### src/rtl/core/fir_pkg.sv
// ----------------------------------------------------------------------------
// fir_pkg
// Shared constants, command codes and types of the loadable-tap FIR filter.
// ----------------------------------------------------------------------------
package fir_pkg;

   localparam int MAX_TAPS_DEF = 256;
   localparam int SAMPLE_W_DEF = 16;
   localparam int COEF_W_DEF   = 18;

   localparam int TAP_COUNT_W  = 9;
   localparam int FUNC_W       = 2;

   localparam int CMD_DEPTH    = 4;
   localparam int RSP_DEPTH    = 2;

   localparam logic [FUNC_W-1:0] FUNC_SAMPLE = 2'd0;
   localparam logic [FUNC_W-1:0] FUNC_LOAD   = 2'd1;
   localparam logic [FUNC_W-1:0] FUNC_CLEAR  = 2'd2;

   typedef struct packed {
      logic full;
      logic empty;
   } fifo_stat_type;

endpackage

### src/rtl/core/fir_fifo.sv
// ----------------------------------------------------------------------------
// fir_fifo
// Small register-based first-in first-out queue with full and empty status.
// ----------------------------------------------------------------------------
module fir_fifo #(
   parameter int WIDTH = 8,
   parameter int DEPTH = 2
) (
   input  logic                  clock,
   input  logic                  reset,
   input  logic                  push,
   input  logic [WIDTH-1:0]      wr_data,
   input  logic                  pop,
   output logic [WIDTH-1:0]      rd_data,
   output fir_pkg::fifo_stat_type stat
);

   localparam int PW = (DEPTH > 1) ? $clog2(DEPTH) : 1;
   localparam int CW = $clog2(DEPTH + 1);

   logic [WIDTH-1:0] mem_ff [DEPTH];
   logic [PW-1:0]    wr_ptr_ff, wr_ptr_in;
   logic [PW-1:0]    rd_ptr_ff, rd_ptr_in;
   logic [CW-1:0]    count_ff, count_in;
   logic             do_push, do_pop;

   assign stat.full  = (count_ff == CW'(DEPTH));
   assign stat.empty = (count_ff == '0);
   assign do_push    = push & ~stat.full;
   assign do_pop     = pop & ~stat.empty;
   assign rd_data    = mem_ff[rd_ptr_ff];

   always_comb begin
      wr_ptr_in = wr_ptr_ff;
      rd_ptr_in = rd_ptr_ff;
      count_in  = count_ff;
      if (do_push) begin
         wr_ptr_in = (wr_ptr_ff == PW'(DEPTH - 1)) ? '0 : wr_ptr_ff + 1'b1;
      end
      if (do_pop) begin
         rd_ptr_in = (rd_ptr_ff == PW'(DEPTH - 1)) ? '0 : rd_ptr_ff + 1'b1;
      end
      if (do_push && !do_pop) begin
         count_in = count_ff + 1'b1;
      end else if (do_pop && !do_push) begin
         count_in = count_ff - 1'b1;
      end
   end

   always_ff @(posedge clock) begin
      if (reset) begin
         wr_ptr_ff <= '0;
         rd_ptr_ff <= '0;
         count_ff  <= '0;
      end else begin
         wr_ptr_ff <= wr_ptr_in;
         rd_ptr_ff <= rd_ptr_in;
         count_ff  <= count_in;
      end
   end

   always_ff @(posedge clock) begin
      if (do_push) begin
         mem_ff[wr_ptr_ff] <= wr_data;
      end
   end

endmodule

### config.mk
export PLATFORM = sky130hd
export DESIGN_NAME = fir_fifo
export DESIGN_NICKNAME = d
export VERILOG_FILES = /design/src/rtl/core/fir_pkg.sv /design/src/rtl/core/fir_fifo.sv
export SDC_FILE = /design/constraint.sdc
export NUM_CORES = 1
export LEC_CHECK = 0
export BUFFER_PORTS_ARGS = -buffer_cell sky130_fd_sc_hd__buf_2
export CORE_MARGIN = 1
export CORE_UTILIZATION = 48
export CTS_CLUSTER_DIAMETER = 60
export DETAILED_ROUTE_END_ITERATION = 10
export GPL_ROUTABILITY_DRIVEN = 0
export PLACE_DENSITY = 0.74
export SYNTH_ARGS = -nofsm -noshare
export SYNTH_HDL_FRONTEND = slang
export SYNTH_SLANG_ARGS = --single-unit
### constraint.sdc
create_clock -name clock -period 1.9 [get_ports clock]
set_input_delay 0.285 -clock clock [delete_from_list [all_inputs] [get_ports clock]]
set_output_delay 0.285 -clock clock [all_outputs]
set_load 0.005 [all_outputs]
=== Yosys cells after proc, flatten, opt, wreduce, memory -nomap -nowiden ===
Memory sizes are Yosys's and may differ from the RTL's. A register that Yosys moved wholly into a read port is not among the register bits.
Cells that the tools add are included.

* Memories kept: 1
* Logic and storage cells: 27
* Register bits after elaboration: 4
* Input bits: 12
* Memory bits (writable): 16
* Output and inout bits: 10

* $add $sub $neg: 4
* Equal/unequal tests: 1
* Bitwise operators: 4
* Reductions and logical operators: 6
* Multiplexer cells: 8

{| class="wikitable"
|+ Memories
! name !! words !! bits a word !! rd ports !! clocked after memory_dff !! wr ports !! line !! RTL
|-
| mem_ff || 2 || 8 || 1 || 1 || 1 || fir_fifo.sv:21 || <nowiki>logic [WIDTH-1:0] mem_ff [DEPTH];</nowiki>
|}

{| class="wikitable"
|+ Operators with widths
! operator !! number
|-
| $mux W1 || 6
|-
| $mux W2 || 2
|-
| $add A1 B1 Y1 const B || 2
|-
| $add A2 B1 Y2 const B || 1
|-
| $and A1 B1 Y1 || 2
|-
| $eq A2 B2 Y1 const B || 1
|-
| $logic_and A1 B1 Y1 || 2
|-
| $logic_not A1 Y1 || 2
|-
| $logic_not A2 Y1 || 1
|-
| $not A1 Y1 || 2
|-
| $reduce_bool A2 Y1 || 1
|-
| $sub A2 B1 Y2 const B || 1
|}

=== Logic depth before layout (Yosys ltp) ===
Gate-level depths: netlist (run 1).

* Depth after elaboration: 7
* Depth in mapped cells: 6
* Depth with buffers taken out: 6

=== Worst setup path after synthesis (run 1) ===
OpenSTA, ideal clock, no wires.

* Path type: register -> register
* Start point: register count_ff[0]
* End point: register count_ff[1]
* Period minus slack after synthesis: 1.455 ns
* Cell stages (with the launch flop): 5
* Setup slack: 0.445 ns
* Data required time: 1.830 ns
* Setup time: 0.070 ns
* Buffers on the path: 0
* Arrival: 1.386 ns
* Cell sequence: dfxtp_1 -> o21ai_0 -> ha_1 -> or3_1 -> a21oi_1

* Word-level cells in the longest chain between the ends: 6
* Elaborated cells between the ends (all ways): 15
* Classes of those cells: 2 x add/sub; 1 x eq/ne; 2 x mux; 4 x bitwise; 6 x reduce/logical

{| class="wikitable"
|+ Ends and longest elaborated chain
! item !! line !! RTL
|-
| from (decl) || fir_fifo.sv:24 || <nowiki>logic [CW-1:0] count_ff, count_in;</nowiki>
|-
| from (signal assigned) || fir_fifo.sv:58 || <nowiki>count_ff <= count_in;</nowiki>
|-
| $eq A2 B2 Y1 / $logic_not A2 Y1 (equally long branches) || fir_fifo.sv:27, fir_fifo.sv:28 ||
|-
| $not A1 Y1 (on tied branches) || fir_fifo.sv:29, fir_fifo.sv:30 ||
|-
| $and A1 B1 Y1 (on tied branches) || fir_fifo.sv:29, fir_fifo.sv:30 ||
|-
| $logic_not A1 Y1 (on tied branches) || fir_fifo.sv:45, fir_fifo.sv:43 ||
|-
| $logic_and A1 B1 Y1 (on tied branches) || fir_fifo.sv:45, fir_fifo.sv:43 ||
|-
| $reduce_bool A2 Y1 (no source line) / $mux W2 (equally long branches) || -- ||
|}

Parallel ways exist; a longest one is shown, timed or not. The select of a mux whose other input is x is not followed.
A chain may end at the register's enable or synchronous reset.

==> impl.org, run 1 <==
** Status
- Outcome :: completed

** Min path
- Worst Hold Class :: in -> reg
- Endpoint of the worst hold-timing path :: mem_ff[0][1]
- Counting instances, the worst hold path has a depth of 1.
- The startpoint identified for the worst hold timing path is wr_data[1].

** Cells and area
- Area growth, synth to finish :: 18.5%
- Of the cells placed in the final design, the portion with a size suffix greater than 1 is 44.6%.
- Number of inserted diodes :: 0
- Final nets :: 88

** Die
- Total die area :: 1820 µm²
- Once the floorplan was initialized, standard cells occupied 52.1% of the core.
- Boundary Pins :: 22
- Y dimension of the die :: 42.7 µm
- The floorplan has 14 rows.
- Die outline width :: 42.7 µm
- The total area inside the core boundary comes to 1520 µm².

** Timing
- Maximum clock frequency :: 616 MHz
- After layout, the minimum clock period comes to 1.62 ns.
- Period Utilization, post-route :: 85.5%
- Hold is met by 0.163 ns.
- Unrepaired setup endpoints after global routing :: no
- Final worst clock skew :: 0.00536 ns
- Setup-violating endpoint count in the final report :: 0
- The worst pin sits at a relative slew slack of 74.9%.
- The count of final hold-check violations is 0.
- Max Transition Viols Final :: 0
- Total Neg Setup Slack :: 0 ns
- At the pin with the least slew margin, the transition time is 0.377 ns.

** Clocking
- Clock Sink Count :: 21
- Hold-fix buffers, CTS :: 0
- The clock passes through at most 2 buffers.
- Cell at the root of the clock tree :: sky130_fd_sc_hd__clkbuf_4
- CTS H-tree lvls :: 1
- Number of resized instances in the post-cts repair step :: 0
- TritonCTS built the clock tree.
- Clock transition at path regs :: 0.11 ns
- Inserted Clock Buffers :: 3
- Latest clock arrival within the worst-skew pair :: 0.30 ns
- In this run the post-CTS setup repair buffer count came out at 0.

** Global routing
- Initial antenna violation count :: 0
- The total overflow left after global routing is 0.
- First-pass GRT wire length :: 1930 µm
- In the global route stage, overall resource usage came out at 15.8%.
- The number of global-route vias before repair came to 423.
- Entering global routing, the biggest net connects 12 pins.

** Setup path
- For flop-to-flop paths, the worst setup slack is 0.33 ns.
- The worst register-to-register path has a depth of 4.
- Type of the worst setup path :: reg -> out
- In this run the worst path has a maximum fanout of 8.
- Terminus of the critical flop-to-flop path :: count_ff[1]
- Worst path required time :: 1.62 ns
- Endpoint class of the critical path :: output pin
- Reg2Reg Launch Point :: count_ff[0]
- STA classifies the critical path startpoint as a register.
- Data on the critical path arrives at its endpoint at 1.34 ns.

** Synth
- After synthesis, the cell types taking the most area are sky130_fd_sc_hd__edfxtp_1, sky130_fd_sc_hd__dfxtp_1, sky130_fd_sc_hd__mux2_2.
- Mapped Area :: 793 µm²
- After synthesis, the largest area contributor takes up 60.6% of total cell area.
- Fraction of registers with async set or reset after synthesis :: 0%
- sky130_fd_sc_hd__edfxtp_1 takes more of the synthesized area than any other cell.
- Synthesis Warnings :: 0
- Number of instances in the synthesized netlist :: 50
- Mapped Nets :: 63
- Counting flops and latches in the post-synthesis netlist gives 21.
- Number of enable-type register cells in the synthesized netlist :: 16
- After synthesis, the netlist uses 13 different library cells.
- Among all flip-flop cells after synthesis, the most frequent one is sky130_fd_sc_hd__edfxtp_1.
- Syn_area_per_cell :: 15.9 µm²
- Ranked by instance count, the synthesized netlist is headed by sky130_fd_sc_hd__edfxtp_1, sky130_fd_sc_hd__mux2_2, sky130_fd_sc_hd__dfxtp_1, sky130_fd_sc_hd__nor2_1.
- Dominant cell by count in the synthesized netlist :: sky130_fd_sc_hd__edfxtp_1
- Sequential share of the synthesized area :: 73.2%

** Run
- Count of maximum capacitance violations :: 0

** Drt
- The first detailed-routing pass took 3 iterations.
- 1st-iter DRT viols :: 7
- After detailed routing, the number of vias per cell comes to 5.06.
- Total number of vias :: 455
- In the routed design, unresolved DRC markers number 0.
- In this run the remaining antenna-violating nets after routing total 0.
- In the final routed layout, each cell accounts on average for 12.8 µm.
- Wires add up to 1160 µm.

** Power
- The worst-case IR drop observed on VDD is 0.718 mV.
- Post-layout power :: 1.18 mW
- For this design the static power due to leakage is 0.378 nW.
- In this run the power density over the cells is 1260 nW/µm².

** Placed design
- Detailed placement ended at an HPWL of 843 µm.
- Buffers added on ports :: 21
## cell type report
type                            count  area (µm²)
Multi-Input combinational cell     26         200
Fill cell                         125         584
Inverter                            2        7.51
Clock buffer                        4        26.3
Sequential cell                    21         581
Tap cell                           16        20.0
Timing Repair Buffer               21         105
## cell usage in the layout, fill, tap and decap left out
master	n
sky130_fd_sc_hd__inv_1	2
sky130_fd_sc_hd__mux2_2	8
sky130_fd_sc_hd__o21ai_0	3
sky130_fd_sc_hd__ha_1	1
sky130_fd_sc_hd__and2_1	1
sky130_fd_sc_hd__or3_1	2
sky130_fd_sc_hd__dfxtp_1	5
sky130_fd_sc_hd__nor2_1	5
sky130_fd_sc_hd__nor2b_2	1
sky130_fd_sc_hd__edfxtp_1	16
sky130_fd_sc_hd__clkbuf_1	1
sky130_fd_sc_hd__buf_2	21
sky130_fd_sc_hd__a21oi_1	2
sky130_fd_sc_hd__clkbuf_4	3
sky130_fd_sc_hd__xor2_1	3
## through the flow
| stage | cell area (µm²) | util, % | setup slack, ns | cells |
|---|---|---|---|---|
| detailed placement | 913 | 59.9 | 0.359 | 86 |
| CTS | 940 | 61.7 | 0.237 | 90 |
| finish | 940 | 61.7 | 0.276 | 90 |
| global placement | 913 | 59.9 | 0.407 | 86 |
| floorplan | 793 | - | 0.445 | 50 |
| global route | 940 | 61.7 | 0.172 | 90 |
## sequential cells by signal, indices dropped and copies added (netlist names), named ones only
name,flops
count_ff,2
rd_ptr_ff,1
wr_ptr_ff,1
mem_ff,16
## critical path, stage by stage, from the launching register on
cell and delay (ns):
sky130_fd_sc_hd__dfxtp_1 0.54, sky130_fd_sc_hd__mux2_2 0.38, sky130_fd_sc_hd__buf_2 0.12
## how the worst max path moves through the flow
stage / from / end / slack (ns) / cells after the start
detailed placement: count_ff[0] / count_ff[1] / 0.36 / 4
global placement: count_ff[0] / count_ff[1] / 0.41 / 4
global route: register / rd_data[4] / 0.17 / 2
finish: register / rd_data[7] / 0.28 / 2
floorplan: count_ff[0] / count_ff[1] / 0.44 / 4
CTS: register / rd_data[7] / 0.24 / 2
## cells by family after synthesis
| kind of cell | synth area share [%] |
|---|---|
| DFF | 73.2 |
| and+or+nand+nor | 5.84 |
| muxes | 11.4 |
| AOI/OAI and AO/OA | 3.15 |
| xor gates and xnor gates | 3.31 |
| buffers and inverters | 1.58 |
| adders and majority gates | 1.58 |
## where the power goes
group	switching (mW)	internal, mW	leakage (nW)	total [mW]
combinational	0.144	0.178	0.172	0.322
clock	0.129	0.0819	0.0150	0.211
sequential	0.0599	0.586	0.191	0.646
total	0.334	0.846	0.378	1.18
## metal layers
layer  vias up  GRT usage, %  wire (µm)  share of wire (%)
met4         0          13.1         37                3.2
met1       210          18.3        500                 43
met3         4          5.53         56                4.8
met5         -             0          0                  0
met2        12          23.3        562                 49
li1        229             -          -                  -
Power figures use the tool's default switching activity.
==> run 2, diff against run 1 <==
Settings changed: BUFFER_PORTS_ARGS -buffer_cell sky130_fd_sc_hd__buf_2 to -buffer_cell sky130_fd_sc_hd__buf_4.
==> run 2 against run 1 <==
  * Combinational power grew 16%
  * Die area is the same
  * Routed wire length shrank 3.1%
  * Non-clock buffer count is the same
  * Critical endpoint is now rd_data[6]
  * Highest routed layer unchanged
==> impl.org, run 2 (synthesis results as in run 1) <==
** Timing
- The final total negative setup slack came to 0 ns (unchanged).
- The fmax is 608 MHz (was 616 MHz).
- Transition time at the pin with the least slew margin :: 0.390 ns (was 0.377 ns)
- The minimum clock period after layout was 1.64 ns (was 1.62 ns).
- Period Utilization, post-route :: 86.5% (was 85.5%)
- The count of final hold-check violations is 0 (unchanged).
- The worst setup slack after layout came to 0.256 ns (was 0.276 ns).
- The clock skew is 0.00362 ns (was 0.00536 ns).
- The number of setup violations in the final report is 0 (unchanged).
- Worst slew margin :: 74.0% (was 74.9%)
- Unrepaired setup endpoints after global routing: no (unchanged).
- The final-report max-slew violation count is 0 (unchanged).

** Setup path
- The required time at the endpoint of the critical path was 1.62 ns (about the same).
- Worst-case reg-to-reg path depth :: 4 (unchanged)
- The cell count along the critical path is 2 (unchanged).
- The endpoint of the worst setup timing path is rd_data[6] (was rd_data[7]).
- The launching point of the worst reg2reg path is count_ff[0] (unchanged).
- Delay of the slowest cell on the worst path :: 0.55 ns (was 0.54 ns)
- Crit path max-delay family :: flip-flops (unchanged)
- Cell with the largest stage delay on the worst path :: sky130_fd_sc_hd__dfxtp_1 (unchanged)
- Maximum fanout count along the critical path :: 8 (unchanged)
- Sequence of cells on the critical path :: mux2_2 -> buf_4 (was mux2_2 -> buf_2)
- Data arrival time at the worst-slack endpoint :: 1.36 ns (was 1.34 ns)
- Critical path buffers and inverters :: 1 (unchanged)
- Endpoint class of the critical path :: output pin (unchanged)
- Critical Path Start Type :: register (unchanged)
- Type of the worst setup path :: reg -> out (unchanged)
- Terminus of the critical flop-to-flop path :: count_ff[1] (unchanged)
- The register-to-register setup slack is 0.37 ns (was 0.33 ns).

** Cells and area
- The number of filler instances in the final layout was 117 (was 125).
- The area added between synthesis and finish came to 25.1% (was 18.5%).
- The number of flip-flops in the largest register was 16 (unchanged).
- The register name with the most flops is mem_ff (unchanged).
- Most common cell after layout, fill and taps aside :: sky130_fd_sc_hd__buf_4 (was sky130_fd_sc_hd__buf_2)
- Layout cells sized above 1 :: 44.6% (unchanged)
- Top library cells by usage in the layout, fill and taps aside :: sky130_fd_sc_hd__buf_4, sky130_fd_sc_hd__edfxtp_1, sky130_fd_sc_hd__mux2_2 (was sky130_fd_sc_hd__buf_2, sky130_fd_sc_hd__edfxtp_1, sky130_fd_sc_hd__mux2_2)
- Final nets :: 88 (unchanged)
- Largest registers in the final layout :: mem_ff (16), count_ff (2) (unchanged)
- The number of diodes came to 0 (unchanged).

** Min path
- The cell depth of the worst hold path was 1 (unchanged).
- Worst Hold Class :: in -> reg (unchanged)
- Hold_sp :: wr_data[2] (was wr_data[1])

** Clocking
- The post-CTS resize count came to 0 (unchanged).
- The worst-case clock buffer depth is 2 (unchanged).
- The clock sink total came to 21 (unchanged).
- Post CTS Setup Buffer Count :: 0 (unchanged)
- Inserted Clock Buffers :: 3 (unchanged)
- Clock transition at path regs :: 0.11 ns (about the same)
- The clock tree from TritonCTS is built (unchanged).
- Latest clock arrival within the worst-skew pair :: 0.29 ns (was 0.30 ns)
- Hold-fix buffers, CTS :: 0 (unchanged)
- The root buffer cell was sky130_fd_sc_hd__clkbuf_4 (unchanged).
- CTS H-tree lvls :: 1 (unchanged)

** Global routing
- The global-route wire length before repair came to 1880 µm (was 1930 µm).
- The aggregate global-route resource usage was 14.9% (was 15.8%).
- Pin count of the biggest net entering global routing :: 12 (unchanged)
- The total congestion overflow after global routing came to 0 (unchanged).
- The number of global-route vias before repair was 471 (was 423).
- The initial antenna violation count was 0 (unchanged).

** Die
- Starting density of the core :: 52.1% (unchanged)
- The total core area was 1520 µm² (unchanged).
- The count of pins on the block boundary is 22 (unchanged).
- Die outline width :: 42.7 µm (unchanged)
- Total die area :: 1820 µm² (unchanged)
- Row cnt :: 14 (unchanged)
- The overall die height is 42.7 µm (unchanged).

** Run
- The number of max-cap violations is 0 (unchanged).

** Placed design
- The worst slack at placement is 0.386 ns (was 0.359 ns).
- Buffers added on ports :: 21 (unchanged)
- The detailed placer's ending HPWL was 826 µm (was 843 µm).

** Power
- Post-layout power :: 1.22 mW (was 1.18 mW)
- Peak supply drop :: 0.945 mV (was 0.718 mV)
- Power density over cell area :: 1230 nW/µm² (was 1260 nW/µm²)
- The total leakage power is 0.396 nW (was 0.378 nW).

** Drt
- The final antenna-violating net count came to 0 (unchanged).
- The count of TritonRoute iterations in the first routing pass is 4 (was 3).
- Drt via density :: 5.04 (was 5.06)
- Total number of vias :: 454 (was 455)
- Detailed-route wire length per cell :: 12.4 µm (was 12.8 µm)
- 1st-iter DRT viols :: 12 (was 7)
- Routed wire length :: 1120 µm (was 1160 µm)
- Total DRC errors in the routed layout :: 0 (unchanged)

** Status
- Outcome :: completed (unchanged)
[run 2: changes by cell type in the layout (fill, tap and decap cells not counted)]
cell,previous run,this run
sky130_fd_sc_hd__buf_4,0,21
sky130_fd_sc_hd__buf_2,21,0
[run 2: through the flow]
| step | cell area [µm²] | instances | hold WS [ns] | util (%) |
|---|---|---|---|---|
| after detailed placement | 966 | 86 | 0.474 | 63.4 |
| after floorplan | 793 | 50 | 0.354 | - |
| after global placement | 966 | 86 | 0.468 | 63.4 |
| after CTS | 992 | 90 | 0.154 | 65.1 |
| final | 992 | 90 | 0.168 | 65.1 |
| after global routing | 992 | 90 | 0.149 | 65.1 |
[run 2: how the worst min path moves through the flow]
stage	end
2_1_floorplan	count_ff[1]
5_1_grt	mem_ff[0][7]
4_1_cts	count_ff[1]
3_5_place_dp	mem_ff[0][1]
3_3_place_gp	wr_ptr_ff
6_report	mem_ff[0][2]
[run 2: per-layer routing]
layer | track usage [%] | vias up | share of wire [%]
li1 | - | 228 | -
met1 | 15.8 | 214 | 43
met2 | 24.2 | 10 | 52
met3 | 3.83 | 2 | 3.4
met4 | 12.5 | 0 | 0.80
met5 | 0 | - | 0
[run 2: layout make-up]
cell class,instances,area [µm²],area share [%]
inverters,2,7.51,0.757
well taps,16,20.0,2.02
multi-input cells,26,200,20.2
clock buffers,4,26.3,2.65
flip-flops and latches,21,581,58.5
repair buffers,21,158,15.9
[run 2: where the power goes]
group / internal (mW) / switching [mW]
combinational: 0.224 / 0.151
clock: 0.0817 / 0.123
sequential: 0.586 / 0.0573
total: 0.892 / 0.330
